### src/hdl/wfc_pkg.sv
package wfc_pkg;

    // Receiver class codes
    localparam logic [1:0] CLS_MGMT = 2'd0;
    localparam logic [1:0] CLS_DATA = 2'd2;

    // Frame control type and subtype codes
    localparam logic [1:0] FTYPE_MGMT      = 2'd0;
    localparam logic [1:0] FTYPE_DATA      = 2'd2;
    localparam logic [3:0] SUB_PROBE_REQ   = 4'd4;
    localparam logic [3:0] SUB_PROBE_RESP  = 4'd5;
    localparam logic [3:0] SUB_BEACON      = 4'd8;
    localparam logic [3:0] SUB_DISASSOC    = 4'd10;
    localparam logic [3:0] SUB_DEAUTH      = 4'd12;

    // Tagged element id of the SSID
    localparam logic [7:0] ELEM_ID_SSID = 8'd0;

    // Byte offsets within the frame
    localparam int HDR_MIN_LEN   = 24;
    localparam int PROBE_REQ_IES = 24;
    localparam int BEACON_IES    = 36;
    localparam int ADDR1_OFS     = 4;
    localparam int ADDR2_OFS     = 10;
    localparam int ADDR3_OFS     = 16;
    localparam int ADDR_END      = 22;

    typedef enum logic [1:0] {
        KIND_PROBE_REQ = 2'd0,
        KIND_BEACON    = 2'd1,
        KIND_DEAUTH    = 2'd2,
        KIND_DATA      = 2'd3
    } kind_t;

    typedef enum logic [1:0] {
        ST_IDLE,
        ST_CLASSIFY,
        ST_READ,
        ST_SHOW
    } emit_state_t;

    // Frame summary handed from the byte parser to the result sequencer
    typedef struct packed {
        logic [15:0]        fc;
        logic [47:0]        addr1;
        logic [47:0]        addr2;
        logic [47:0]        addr3;
        logic [1:0]         cls;
        logic signed [7:0]  rssi;
        logic [7:0]         chan;
        logic               len_ok;
        logic               ssid_fit;
        logic [5:0]         ssid_n;
    } frame_sum_t;

    // One result item
    typedef struct packed {
        kind_t              kind;
        logic signed [7:0]  sig_dbm;
        logic [7:0]         radio_chan;
        logic [47:0]        ap_mac;
        logic [47:0]        client_mac;
        logic [5:0]         ssid_len;
        logic [4:0]         ssid_pos;
        logic [7:0]         ssid_byte;
        logic               run_last;
    } result_t;

endpackage

### src/hdl/wfc_ram.sv
module wfc_ram #(
    parameter int WIDTH  = 8,
    parameter int DEPTH  = 32,
    parameter int ADDR_W = (DEPTH > 1) ? $clog2(DEPTH) : 1
) (
    input  logic              clk,
    input  logic              wr_en,
    input  logic [ADDR_W-1:0] wr_addr,
    input  logic [WIDTH-1:0]  wr_data,
    input  logic              rd_en,
    input  logic [ADDR_W-1:0] rd_addr,
    output logic [WIDTH-1:0]  rd_data
);

    logic [WIDTH-1:0] mem [DEPTH];

    always_ff @(posedge clk)
    begin
        if (wr_en)
        begin
            mem[wr_addr] <= wr_data;
        end
        if (rd_en)
        begin
            rd_data <= mem[rd_addr];
        end
    end

endmodule

### src/hdl/wfc_parser.sv
module wfc_parser
    import wfc_pkg::*;
#(
    parameter int SSID_MAX        = 32,
    parameter int MAX_FRAME_BYTES = 4095,
    parameter int AW              = (SSID_MAX > 1) ? $clog2(SSID_MAX) : 1
) (
    input  logic              clk,
    input  logic              rst_n,
    input  logic              take,        // byte request accepted
    input  logic [7:0]        data_byte,
    input  logic [1:0]        pkt_class,
    input  logic signed [7:0] rssi,
    input  logic [7:0]        channel,
    input  logic              clear,       // end of frame handling
    output frame_sum_t        sum,
    output logic              wr_en,
    output logic [AW-1:0]     wr_addr,
    output logic [7:0]        wr_data
);

    localparam int CW = $clog2(MAX_FRAME_BYTES + 1);
    localparam int EW = $clog2(MAX_FRAME_BYTES + 256);

    logic [CW-1:0]     cnt_reg, cnt_next;
    logic [EW-1:0]     elem_next_reg, elem_next_next;
    logic [7:0]        hdr_id_reg, hdr_id_next;
    logic [7:0]        hdr_len_reg, hdr_len_next;
    logic              found_reg, found_next;
    logic [15:0]       fc_reg, fc_next;
    logic [47:0]       addr_reg [3];
    logic [47:0]       addr_next [3];
    logic [1:0]        cls_reg, cls_next;
    logic signed [7:0] rssi_reg, rssi_next;
    logic [7:0]        chan_reg, chan_next;

    logic          store;
    logic [EW-1:0] pos_e;
    logic [EW-1:0] off;
    logic [7:0]    lim;
    logic [1:0]    addr_sel;
    logic [EW:0]   ssid_end;

    always_comb
    begin
        store = take && (cnt_reg < CW'(MAX_FRAME_BYTES));
        pos_e = EW'(cnt_reg);
        off   = pos_e - elem_next_reg;
        lim   = (hdr_len_reg > 8'(SSID_MAX)) ? 8'(SSID_MAX) : hdr_len_reg;

        if (cnt_reg < CW'(ADDR2_OFS))
        begin
            addr_sel = 2'd0;
        end
        else if (cnt_reg < CW'(ADDR3_OFS))
        begin
            addr_sel = 2'd1;
        end
        else
        begin
            addr_sel = 2'd2;
        end

        cnt_next       = cnt_reg;
        elem_next_next = elem_next_reg;
        hdr_id_next    = hdr_id_reg;
        hdr_len_next   = hdr_len_reg;
        found_next     = found_reg;
        fc_next        = fc_reg;
        addr_next      = addr_reg;
        cls_next       = cls_reg;
        rssi_next      = rssi_reg;
        chan_next      = chan_reg;
        wr_en          = 1'b0;
        wr_addr        = off[AW-1:0];
        wr_data        = data_byte;

        // Latch receive metadata on the first byte
        if (take && cnt_reg == '0)
        begin
            cls_next  = pkt_class;
            rssi_next = rssi;
            chan_next = channel;
        end

        if (store)
        begin
            cnt_next = cnt_reg + 1'b1;
            if (cnt_reg == '0)
            begin
                fc_next      = {fc_reg[15:8], data_byte};
                found_next   = 1'b0;
                hdr_id_next  = '0;
                hdr_len_next = '0;
                if (data_byte[7:4] == SUB_PROBE_REQ)
                begin
                    elem_next_next = EW'(PROBE_REQ_IES);
                end
                else if (data_byte[7:4] == SUB_PROBE_RESP || data_byte[7:4] == SUB_BEACON)
                begin
                    elem_next_next = EW'(BEACON_IES);
                end
                else
                begin
                    elem_next_next = '0;
                end
            end
            else
            begin
                if (cnt_reg == CW'(1))
                begin
                    fc_next = {data_byte, fc_reg[7:0]};
                end
                // Walk the tagged elements until the SSID turns up
                if (!found_reg)
                begin
                    if (elem_next_reg != '0)
                    begin
                        if (pos_e == elem_next_reg)
                        begin
                            hdr_id_next  = data_byte;
                            hdr_len_next = '0;
                        end
                        else if (pos_e == elem_next_reg + 1'b1)
                        begin
                            hdr_len_next = data_byte;
                            if (hdr_id_reg == ELEM_ID_SSID)
                            begin
                                found_next     = 1'b1;
                                elem_next_next = pos_e + 1'b1;
                            end
                            else
                            begin
                                elem_next_next = pos_e + 1'b1 + EW'(data_byte);
                            end
                        end
                    end
                end
                else if (pos_e >= elem_next_reg && off < EW'(lim))
                begin
                    wr_en = 1'b1;
                end
            end

            if (cnt_reg >= CW'(ADDR1_OFS) && cnt_reg < CW'(ADDR_END))
            begin
                addr_next[addr_sel] = {addr_reg[addr_sel][39:0], data_byte};
            end
        end

        if (clear)
        begin
            cnt_next       = '0;
            elem_next_next = '0;
            hdr_id_next    = '0;
            hdr_len_next   = '0;
            found_next     = 1'b0;
        end
    end

    always_ff @(posedge clk or negedge rst_n)
    begin
        if (!rst_n)
        begin
            cnt_reg       <= '0;
            elem_next_reg <= '0;
            hdr_id_reg    <= '0;
            hdr_len_reg   <= '0;
            found_reg     <= 1'b0;
        end
        else
        begin
            cnt_reg       <= cnt_next;
            elem_next_reg <= elem_next_next;
            hdr_id_reg    <= hdr_id_next;
            hdr_len_reg   <= hdr_len_next;
            found_reg     <= found_next;
        end
    end

    always_ff @(posedge clk)
    begin
        fc_reg   <= fc_next;
        addr_reg <= addr_next;
        cls_reg  <= cls_next;
        rssi_reg <= rssi_next;
        chan_reg <= chan_next;
    end

    assign ssid_end = {1'b0, elem_next_reg} + (EW+1)'(hdr_len_reg);

    always_comb
    begin
        sum.fc       = fc_reg;
        sum.addr1    = addr_reg[0];
        sum.addr2    = addr_reg[1];
        sum.addr3    = addr_reg[2];
        sum.cls      = cls_reg;
        sum.rssi     = rssi_reg;
        sum.chan     = chan_reg;
        sum.len_ok   = cnt_reg >= CW'(HDR_MIN_LEN);
        sum.ssid_fit = found_reg && (ssid_end <= (EW+1)'(cnt_reg));
        sum.ssid_n   = 6'(lim);
    end

endmodule

### src/hdl/wfc_emitter.sv
module wfc_emitter
    import wfc_pkg::*;
#(
    parameter int SSID_MAX = 32,
    parameter int AW       = (SSID_MAX > 1) ? $clog2(SSID_MAX) : 1
) (
    input  logic          clk,
    input  logic          rst_n,
    input  logic          frame_done,  // last byte request accepted
    input  frame_sum_t    sum,
    input  logic [7:0]    rd_data,
    input  logic          out_ready,
    output logic          in_ready,
    output logic          clear,
    output logic          rd_en,
    output logic [AW-1:0] rd_addr,
    output logic          out_valid,
    output result_t       res
);

    emit_state_t       state_reg, state_next;
    logic [5:0]        idx_reg, idx_next;
    kind_t             kind_reg, kind_next;
    logic [47:0]       ap_reg, ap_next;
    logic [47:0]       cl_reg, cl_next;
    logic [5:0]        n_reg, n_next;
    logic signed [7:0] sig_reg, sig_next;
    logic [7:0]        chan_reg, chan_next;

    logic        hit;
    kind_t       kind_c;
    logic [47:0] ap_c;
    logic [47:0] cl_c;
    logic [1:0]  ftype;
    logic [3:0]  sub;
    logic        to_ds;
    logic        from_ds;
    logic        is_last;

    // Classify the finished frame from its header
    always_comb
    begin
        ftype   = sum.fc[3:2];
        sub     = sum.fc[7:4];
        to_ds   = sum.fc[8];
        from_ds = sum.fc[9];
        hit     = 1'b0;
        kind_c  = KIND_PROBE_REQ;
        ap_c    = '0;
        cl_c    = '0;
        if ((sum.cls == CLS_MGMT || sum.cls == CLS_DATA) && sum.len_ok)
        begin
            if (ftype == FTYPE_MGMT)
            begin
                if (sub == SUB_PROBE_REQ)
                begin
                    hit    = 1'b1;
                    kind_c = KIND_PROBE_REQ;
                    cl_c   = sum.addr2;
                end
                else if (sub == SUB_PROBE_RESP || sub == SUB_BEACON)
                begin
                    hit    = 1'b1;
                    kind_c = KIND_BEACON;
                    ap_c   = sum.addr3;
                end
                else if (sub == SUB_DISASSOC || sub == SUB_DEAUTH)
                begin
                    hit    = 1'b1;
                    kind_c = KIND_DEAUTH;
                    ap_c   = sum.addr2;
                end
            end
            else if (ftype == FTYPE_DATA)
            begin
                if (to_ds && !from_ds)
                begin
                    hit    = 1'b1;
                    kind_c = KIND_DATA;
                    ap_c   = sum.addr1;
                    cl_c   = sum.addr2;
                end
                else if (!to_ds && from_ds)
                begin
                    hit    = 1'b1;
                    kind_c = KIND_DATA;
                    ap_c   = sum.addr2;
                    cl_c   = sum.addr1;
                end
            end
        end
    end

    assign is_last = ({1'b0, idx_reg} + 7'd1) >= {1'b0, n_reg};

    always_comb
    begin
        state_next = state_reg;
        idx_next   = idx_reg;
        kind_next  = kind_reg;
        ap_next    = ap_reg;
        cl_next    = cl_reg;
        n_next     = n_reg;
        sig_next   = sig_reg;
        chan_next  = chan_reg;
        in_ready   = 1'b0;
        clear      = 1'b0;
        rd_en      = 1'b0;
        out_valid  = 1'b0;

        unique case (state_reg)
            ST_IDLE:
            begin
                in_ready = 1'b1;
                if (frame_done)
                begin
                    state_next = ST_CLASSIFY;
                end
            end
            ST_CLASSIFY:
            begin
                clear     = 1'b1;
                idx_next  = '0;
                kind_next = kind_c;
                ap_next   = ap_c;
                cl_next   = cl_c;
                sig_next  = sum.rssi;
                chan_next = sum.chan;
                n_next    = (kind_c == KIND_PROBE_REQ || kind_c == KIND_BEACON) && sum.ssid_fit
                            ? sum.ssid_n : 6'd0;
                state_next = hit ? ST_READ : ST_IDLE;
            end
            ST_READ:
            begin
                rd_en      = 1'b1;
                state_next = ST_SHOW;
            end
            ST_SHOW:
            begin
                out_valid = 1'b1;
                if (out_ready)
                begin
                    if (is_last)
                    begin
                        state_next = ST_IDLE;
                    end
                    else
                    begin
                        idx_next   = idx_reg + 1'b1;
                        state_next = ST_READ;
                    end
                end
            end
            default:
            begin
                state_next = ST_IDLE;
            end
        endcase
    end

    always_ff @(posedge clk or negedge rst_n)
    begin
        if (!rst_n)
        begin
            state_reg <= ST_IDLE;
            idx_reg   <= '0;
        end
        else
        begin
            state_reg <= state_next;
            idx_reg   <= idx_next;
        end
    end

    always_ff @(posedge clk)
    begin
        kind_reg <= kind_next;
        ap_reg   <= ap_next;
        cl_reg   <= cl_next;
        n_reg    <= n_next;
        sig_reg  <= sig_next;
        chan_reg <= chan_next;
    end

    assign rd_addr = idx_reg[AW-1:0];

    always_comb
    begin
        res.kind       = kind_reg;
        res.sig_dbm    = sig_reg;
        res.radio_chan = chan_reg;
        res.ap_mac     = ap_reg;
        res.client_mac = cl_reg;
        res.ssid_len   = n_reg;
        res.ssid_pos   = idx_reg[4:0];
        res.ssid_byte  = (n_reg != 6'd0) ? rd_data : 8'd0;
        res.run_last   = is_last;
    end

endmodule

### src/hdl/wlan_frame_classifier.sv
// 802.11 frame classifier. Frames enter one byte per request on the slave
// side, frame control first, with s_tlast on the final byte; the receive
// class, signal strength and channel are latched from the first byte. A
// frame of at least 24 bytes with class management or data is classified as
// a probe request, a beacon or probe response, a deauthentication or
// disassociation, or a to-AP / from-AP data frame; anything else yields no
// result. A classified frame gives one result per captured SSID byte (up to
// SSID_MAX), or a single result when there is no SSID or it does not fit in
// the frame; m_tlast marks the final result of the frame. Bytes past
// MAX_FRAME_BYTES are accepted and ignored. Timing: one byte per cycle while
// a frame streams in. After the last byte the frame is classified, then each
// result is fetched by a registered read of the SSID RAM and presented until
// it is taken. The slave side is held off from the final byte of a frame
// until its last result is taken; a frame that yields no result holds it off
// during classification only. The SSID RAM needs no clearing after reset:
// only entries written during the current frame are ever shown.
module wlan_frame_classifier
    import wfc_pkg::*;
#(
    parameter int SSID_MAX        = 32,     // 1 .. 32
    parameter int MAX_FRAME_BYTES = 4095    // 64 .. 65535
) (
    input  logic         clk,
    input  logic         rst_n,
    input  logic         s_tvalid,
    output logic         s_tready,
    input  logic [23:0]  s_tdata,   // data_byte[7:0], rssi[15:8], channel[23:16]
    input  logic         s_tlast,   // frame_last
    input  logic [1:0]   s_tuser,   // pkt_class[1:0]
    output logic         m_tvalid,
    input  logic         m_tready,
    output logic [135:0] m_tdata,   // sig_dbm[7:0], radio_chan[15:8], ap_mac[63:16],
                                    // client_mac[111:64], ssid_len[117:112],
                                    // ssid_pos[122:118], ssid_byte[130:123], zero[135:131]
    output logic         m_tlast,   // run_last
    output logic [1:0]   m_tuser    // kind[1:0]
);

    localparam int AW = (SSID_MAX > 1) ? $clog2(SSID_MAX) : 1;

    logic          in_fire;
    logic          clear;
    frame_sum_t    sum;
    logic          wr_en;
    logic [AW-1:0] wr_addr;
    logic [7:0]    wr_data;
    logic          rd_en;
    logic [AW-1:0] rd_addr;
    logic [7:0]    rd_data;
    result_t       res;

    assign in_fire = s_tvalid && s_tready;

    // Header capture and element walk; SSID bytes go straight to the RAM
    wfc_parser #(
        .SSID_MAX        (SSID_MAX),
        .MAX_FRAME_BYTES (MAX_FRAME_BYTES),
        .AW              (AW)
    ) u_parser (
        .clk       (clk),
        .rst_n     (rst_n),
        .take      (in_fire),
        .data_byte (s_tdata[7:0]),
        .pkt_class (s_tuser),
        .rssi      (s_tdata[15:8]),
        .channel   (s_tdata[23:16]),
        .clear     (clear),
        .sum       (sum),
        .wr_en     (wr_en),
        .wr_addr   (wr_addr),
        .wr_data   (wr_data)
    );

    wfc_ram #(
        .WIDTH  (8),
        .DEPTH  (SSID_MAX),
        .ADDR_W (AW)
    ) u_ssid_ram (
        .clk     (clk),
        .wr_en   (wr_en),
        .wr_addr (wr_addr),
        .wr_data (wr_data),
        .rd_en   (rd_en),
        .rd_addr (rd_addr),
        .rd_data (rd_data)
    );

    // Classify, then walk the SSID RAM one result at a time
    wfc_emitter #(
        .SSID_MAX (SSID_MAX),
        .AW       (AW)
    ) u_emitter (
        .clk        (clk),
        .rst_n      (rst_n),
        .frame_done (in_fire && s_tlast),
        .sum        (sum),
        .rd_data    (rd_data),
        .out_ready  (m_tready),
        .in_ready   (s_tready),
        .clear      (clear),
        .rd_en      (rd_en),
        .rd_addr    (rd_addr),
        .out_valid  (m_tvalid),
        .res        (res)
    );

    assign m_tdata = {5'd0, res.ssid_byte, res.ssid_pos, res.ssid_len,
                      res.client_mac, res.ap_mac, res.radio_chan, res.sig_dbm};
    assign m_tlast = res.run_last;
    assign m_tuser = res.kind;

`ifndef ASSERT_OFF
    // Input and output phases never overlap
    a_phase_excl: assert property (@(posedge clk) disable iff (!rst_n)
        !(s_tready && m_tvalid))
        else $error("input taken while a result is pending");

    // The last byte of a frame holds off further input for classification
    a_hold_after_last: assert property (@(posedge clk) disable iff (!rst_n)
        (s_tvalid && s_tready && s_tlast) |=> !s_tready)
        else $error("input not held off after end of frame");

    // A result without SSID is the only result of its frame
    a_single_when_empty: assert property (@(posedge clk) disable iff (!rst_n)
        (m_tvalid && m_tdata[117:112] == 6'd0) |-> m_tlast)
        else $error("empty SSID result not marked last");

    // SSID position stays inside the captured length
    a_pos_in_range: assert property (@(posedge clk) disable iff (!rst_n)
        (m_tvalid && m_tdata[117:112] != 6'd0) |->
            ({1'b0, m_tdata[122:118]} < m_tdata[117:112]))
        else $error("SSID position beyond captured length");
`endif

endmodule

### config.mk
export PLATFORM = sky130hd
export DESIGN_NAME = wlan_frame_classifier
export DESIGN_NICKNAME = d
export VERILOG_FILES = /design/src/hdl/wfc_pkg.sv /design/src/hdl/wfc_ram.sv /design/src/hdl/wfc_parser.sv /design/src/hdl/wfc_emitter.sv /design/src/hdl/wlan_frame_classifier.sv
export SDC_FILE = /design/constraint.sdc
export NUM_CORES = 1
export LEC_CHECK = 0
export BUFFER_PORTS_ARGS = -buffer_cell sky130_fd_sc_hd__buf_2
export CORE_ASPECT_RATIO = 1.75
export CORE_MARGIN = 1
export CORE_UTILIZATION = 30
export CTS_BUF_LIST = sky130_fd_sc_hd__clkbuf_4
export DETAILED_ROUTE_END_ITERATION = 6
export PLACE_DENSITY = 0.55
export SLEW_MARGIN = 10
export SYNTH_ARGS = -nofsm -noshare
export SYNTH_HDL_FRONTEND = slang
export SYNTH_SLANG_ARGS = --single-unit
export TNS_END_PERCENT = 1
### constraint.sdc
create_clock -name clk -period 28.9 [get_ports clk]
set_input_delay 7.225 -clock clk [delete_from_list [all_inputs] [get_ports clk]]
set_output_delay 7.225 -clock clk [all_outputs]
set_load 0.05 [all_outputs]
### Yosys cells after proc, flatten, opt, wreduce, memory -nomap -nowiden

Memories as Yosys holds them, arrays and structs flattened. A register that Yosys moved wholly into a read port is not among the register bits.
Index checks and enable logic that the tools add are counted.

| word-level totals | value |
|---|---|
| flip-flop bits (word level) | 342 |
| bits in writable memories | 256 |
| bits of input ports | 31 |
| output and inout port bits | 141 |
| word-level logic and storage cells | 198 |
| memories kept | 1 |

Memory list:

| memory | words | width | rd ports | clocked after memory_dff | write ports | line | RTL |
|---|---|---|---|---|---|---|---|
| u_ssid_ram.mem | 32 | 8 | 1 | 1 | 1 | wfc_ram.sv:15 | `logic [WIDTH-1:0] mem [DEPTH];` |

| operators by class | value |
|---|---|
| add/sub/neg operators | 8 |
| magnitude comparators | 13 |
| equality and inequality tests | 22 |
| multiplexer cells | 90 |
| bitwise logic cells | 2 |
| reductions and logical operators | 41 |

Operators by type and width:

| cell | number |
|---|---|
| two-way mux 48 bit | 13 |
| bitwise mux 144 bit | 1 |
| two-way mux 8 bit | 16 |
| two-way mux 13 bit | 9 |
| binary-select mux 48 bit (select 2 bit) | 1 |
| demux 48 bit (select 2 bit) | 1 |
| two-way mux 40 bit | 2 |
| two-way mux 2 bit | 14 |
| == test 12 x 13 -> 1 bit | 2 |
| two-way mux 1 bit | 26 |
| < comparator 12 x 5 -> 1 bit, second input constant | 2 |
| two-way mux 12 bit | 2 |
| two-way mux 6 bit | 3 |
| == test 4 x 3 -> 1 bit, second input constant | 4 |
| == test 4 bit, second input constant | 4 |
| adder 13 x 8 -> 14 bit | 1 |
| <= comparator 14 x 12 -> 1 bit | 1 |
| adder 12 x 1 -> 13 bit, second input constant | 1 |
| adder 13 x 1 -> 13 bit, second input constant | 1 |
| adder 13 x 8 -> 13 bit | 1 |
| >= comparator 12 x 13 -> 1 bit | 1 |
| < comparator 13 x 8 -> 1 bit | 1 |
| nonzero test 13 bit | 1 |
| subtractor 12 x 13 -> 13 bit | 1 |
| 36 further kinds | 67 |

### Longest topological paths before layout

| logic depth | value |
|---|---|
| depth after elaboration | 10 |
| mapped depth | 18 |
| gate-level depth less buffers | 17 |

### Hierarchy

A second synthesis with hierarchy kept.

| second synthesis, totals | value |
|---|---|
| cell total of the unflattened synthesis | 1855 |
| area, all modules | 27450.1 um2 |

By module, submodules not included:

| module | instances | cells an instance | area an instance (um2) | sequential area each (um2) |
|---|---|---|---|---|
| wfc_parser | 1 | 894 | 10836.6 | 6396.1 |
| wfc_ram | 1 | 417 | 10133.5 | 7927.6 |
| wfc_emitter | 1 | 536 | 6426.2 | 3803.6 |
| wlan_frame_classifier | 1 | 8 | 53.8 | 0.0 |

### Worst setup path before layout

Ideal clock, no wire load.

| path | value |
|---|---|
| kind | input to register |
| start | input port s_tvalid |
| end | register u_parser.addr_reg (netlist bit u_parser.sum[26]), enable pin |
| setup time | 0.710 ns |
| arrival time | 15.343 ns |
| data required time | 28.190 ns |
| path slack | 12.847 ns |
| stages | 4 |
| cell sequence | nand3_1 -> a31o_2 -> buf_2 -> a2111oi_0 |

| between the ends | value |
|---|---|
| longest elaborated chain between the ends | 3 |

Ends and longest elaborated chain:

| item | line | RTL |
|---|---|---|
| from (decl) | wlan_frame_classifier.sv:25 | `input logic s_tvalid,` |
| logical AND 1 bit | wlan_frame_classifier.sv:52 | `assign in_fire = s_tvalid && s_tready;` |
| logical AND 1 bit | wfc_parser.sv:46 | `store = take && (cnt_reg < CW'(MAX_FRAME_BYTES));` |
| AND reduction 2 bit (no source line) | -- |  |
| to (signal assigned) | wfc_parser.sv:184 | `addr_reg <= addr_next;` |
| to (decl) | wfc_parser.sv:31 | `logic [47:0] addr_reg [3];` |

No other way between the ends.
A chain may end at the register's enable or synchronous reset.

### Worst setup path in the final report

| path | value |
|---|---|
| start | register u_emitter.idx_reg[0] |
| end | output port m_tlast |

| between the ends | value |
|---|---|
| longest elaborated chain between the ends | 2 |

Ends and longest elaborated chain:

| item | line | RTL |
|---|---|---|
| from (decl) | wfc_emitter.sv:22 | `logic [5:0] idx_reg, idx_next;` |
| from (signal assigned) | wfc_emitter.sv:171 | `idx_reg <= idx_next;` |
| adder 6 x 1 -> 7 bit | wfc_emitter.sv:94 | `assign is_last = ({1'b0, idx_reg} + 7'd1) >= {1'b0, n_reg};` |
| >= comparator 7 x 6 -> 1 bit | wfc_emitter.sv:94 |  |
| to (decl) | wlan_frame_classifier.sv:35 | `output logic m_tlast,` |

No other way between the ends.

==> impl_metrics.yaml <==
synth:
  avgSynthCellArea_um2: 13.86
  synth_ff_type: "edfxtp_1"
  synth_seq_cells: 603
  yosysSeqAreaShare: 0.6576
  synthDistinctLibCells: 73
  synthArstFlopShare: 0.08292
  synth_enable_flop_cells: 553
  synthesis.area_um2: 27160
  yosys_warnings: 0
  synthCells: 1960
clock_network:
  cts_inserted_buffers: 136
  ctsRootBufferMaster: "clkbuf_4"
  clkSinkCount: 603
  cts_resized: 0
  clkTransAtPathRegs_ps: 70
  cts_setup_buffers: 0
  htree_levels: 4
  holdBufCountCts: 0
  cts_buffer_depth: 3
  cts_tree: "built"
  clock_latency_ps: 900
grt:
  antenna_found_initial: 3
  busiest_layer: "met2"
  grt_first_pass_wirelength_mm: 112.4
  grt_use_met3: 0.02609
  grt_pass1_vias: 18320
  grt_max_degree: 97
  track_usage: 0.1633
  use_met1: 0.1739
  overflow: 0
  grt_util_met2: 0.3054
worst_setup_path:
  r2r-start: "u_parser.elem_next_reg[1]"
  regToRegSetupSlack_ps: 23360
  slowest_stage: "dfrtp_4"
  crit_type: "flip-flop to primary output"
  arrival_ps: 3910
  end_kind: "primary output"
  startpoint_type: "flip-flop"
  r2r_cells: 15
  path_cells: "ha_1, nand3_1, or2_2, nand2_1, ha_1, o21ai_0, o21ai_0, buf_2"
  reg2reg_to: "u_ssid_ram.mem[19][5]"
  slowest_delay_ps: 1040
  cp_max_fo: 52
  required_ps: 21670
placed_design:
  portBuffers: 165
  finalWeightedCongestion: 0.9131
  dpl.hpwl_mm: 50.63
  dpl-instance-area_um2: 29440
routing:
  vias: 18080
  wl_per_cell_um: 21.79
  drtIter0Drc: 1527
  first_pass_iters: 7
  postRouteAntennaNets: 0
  drt_wl_total_mm: 75.69
  drc: 0
  routed_via_density: 5.206
sta:
  worst_pin_slew_ps: 1317
  rsz0062_at_grt: "false"
  min_period_ps: 11130
  hold_viol: 0
  relSlewSlack: 0.1153
  finClkSkew_ps: 43.64
  fmax_ghz: 0.08984
  setup_viol: 0
  drv_slew: 0
  tns_ps: 0
  period_share: 0.3851
worst_hold_path:
  hold_path_end: "u_emitter.chan_reg[4]"
  hold_depth: 0
  hp-class: "flip-flop to flip-flop"
  min-delay-start: "u_parser.chan_reg[4]"
final_layout:
  largest_register_ffs: 256
  utilization: 0.3489
  drive_above_1_share: 0.2232
  finalInstanceArea_um2: 31200
  syn_to_final_growth_pct: 14.90
  final_net_count: 2289
  top_register: "u_ssid_ram.mem"
die:
  core-area_um2: 89440
  die_h_um: 400.0
  start_util: 0.3036
  die_area_um2: 91780
  rows: 145
  die_x_um: 229.4
  pin_count: 172
power_and_ir_drop:
  peakVddDrop_v: 0.00003675
  power_density_nw_per_um2: 80.37
  p_leak_nw: 10.91
status:
  outcome: "finished clean"
job:
  maxCapViolCount: 0
-- critical path, delay by kind of cell, from the launching register on --
family	cells	cell delay, ps
flops	1	1040
simple gates	3	520
buf+inv	1	390
compound gates	2	560
fa+ha+maj	2	480
-- cell type report --
type	count	area (µm²)
fill	8715	58240
clock buffer	190	1426
antenna	3	7.507
tap	1176	1471
multi-input combinational	1176	8698
clock inverter	48	282.8
sequential	603	17860
inverter	57	216.5
timing repair buffer	220	1239
-- Yosys cell counts, types with 3 or more instances --
cell | count | area [µm²]
mux2i_1 | 109 | 1091
nor2b_1 | 14 | 87.58
a2111oi_0 | 3 | 26.28
buf_1 | 26 | 97.59
a21o_1 | 16 | 120.1
buf_4 | 11 | 82.58
a21oi_1 | 42 | 210.2
nor2_1 | 146 | 548.0
nor4_1 | 12 | 75.07
and2_1 | 11 | 68.82
dfrtp_1 | 50 | 1251
buf_2 | 4 | 20.02
nand2b_1 | 8 | 50.05
nand3_1 | 49 | 245.2
edfxtp_1 | 553 | 16610
nor4b_1 | 3 | 26.28
o211ai_1 | 8 | 60.06
fa_1 | 3 | 60.06
nor4_2 | 3 | 37.54
a31oi_1 | 4 | 25.02
o221ai_1 | 40 | 350.3
inv_1 | 56 | 210.2
a31o_2 | 3 | 26.28
mux4_2 | 32 | 720.7
xnor2_1 | 33 | 289.0
xor2_1 | 12 | 105.1
o22ai_1 | 9 | 56.30
o31ai_1 | 4 | 30.03
o21ai_0 | 103 | 515.5
a211oi_1 | 8 | 60.06
mux2_2 | 7 | 78.83
o31a_1 | 3 | 26.28
a22oi_1 | 49 | 367.9
nand2_1 | 132 | 495.5
a22o_1 | 65 | 569.3
and3_1 | 5 | 31.28
nor3_1 | 52 | 260.3
nand4_1 | 23 | 143.9
o21a_1 | 11 | 82.58
clkbuf_1 | 86 | 322.8
ha_1 | 61 | 763.2
a222oi_1 | 48 | 480.5
-- cell usage in the layout (no fill, tap or decap), types with 9 or more instances in the layout --
cell / instances
edfxtp_1: 553
nor4_1: 10
nor3_2: 10
nand3_1: 48
mux2i_1: 108
mux4_2: 32
o21a_1: 11
buf_4: 55
xnor2_1: 33
nand4_1: 23
xor2_1: 12
clkinv_1: 30
nor2_1: 144
inv_1: 55
a21o_1: 16
nand2_1: 132
o21ai_0: 103
a222oi_1: 48
nor3_1: 42
and2_1: 11
a21oi_1: 41
a22o_1: 65
dfrtp_1: 49
ha_1: 61
clkbuf_4: 190
a22oi_1: 49
o221ai_1: 40
buf_2: 165
o22ai_1: 9
nor2b_1: 14
-- how the worst max path moves through the flow --
stage | cells after the start | end | from | slack [ps]
6_report | 8 | m_tlast | u_emitter.idx_reg[0] | 17770
4_1_cts | 8 | m_tlast | u_emitter.idx_reg[0] | 17590
5_1_grt | 8 | m_tlast | u_emitter.idx_reg[0] | 17420
3_5_place_dp | 7 | u_ssid_ram.mem[26][7] | s_tvalid | 18170
3_3_place_gp | 7 | u_ssid_ram.mem[27][3] | s_tvalid | 18300
2_1_floorplan | 4 | u_parser.sum[26] | s_tvalid | 12850
-- per-stage QoR --
| stage | cells | setup slack (ps) | hold slack (ps) | total power, mW |
|---|---|---|---|---|
| 2_1_floorplan | 1965 | 12850 | 400.3 | 1.650 |
| 3_3_place_gp | 3232 | 18300 | 404.3 | 1.858 |
| 3_5_place_dp | 3232 | 18170 | 411.6 | 1.866 |
| 4_1_cts | 3470 | 17590 | 426.9 | 2.535 |
| 5_1_grt | 3472 | 17420 | 432.0 | 2.624 |
| 6_report | 3473 | 17770 | 418.4 | 2.508 |
-- routing by layer --
metal	vias up	wire length, µm
li1	8220	-
met4	0	3370
met3	170	3603
met1	9023	27450
met2	666	41270
met5	-	0
-- where the power goes --
group          switching, mW  internal (mW)
logic                  0.545          0.209
registers             0.0530           1.04
clock network          0.337          0.325
total                  0.935           1.57
-- cell families (layout without fill, tap and decap cells) --
kind of cell	Yosys count	after routing	share of synthesized area
multiplexers	150	150	0.07072
XOR/XNOR	45	45	0.01451
AO/OA/AOI/OAI	431	431	0.1159
other	2	10	0.0002765
flip-flops	603	603	0.6576
buffers and inverters	186	515	0.02797
adder cells (fa/ha/maj)	64	64	0.03032
AND/OR/NAND/NOR	479	479	0.08275
Note: power is estimated with default switching activity, not from simulation.
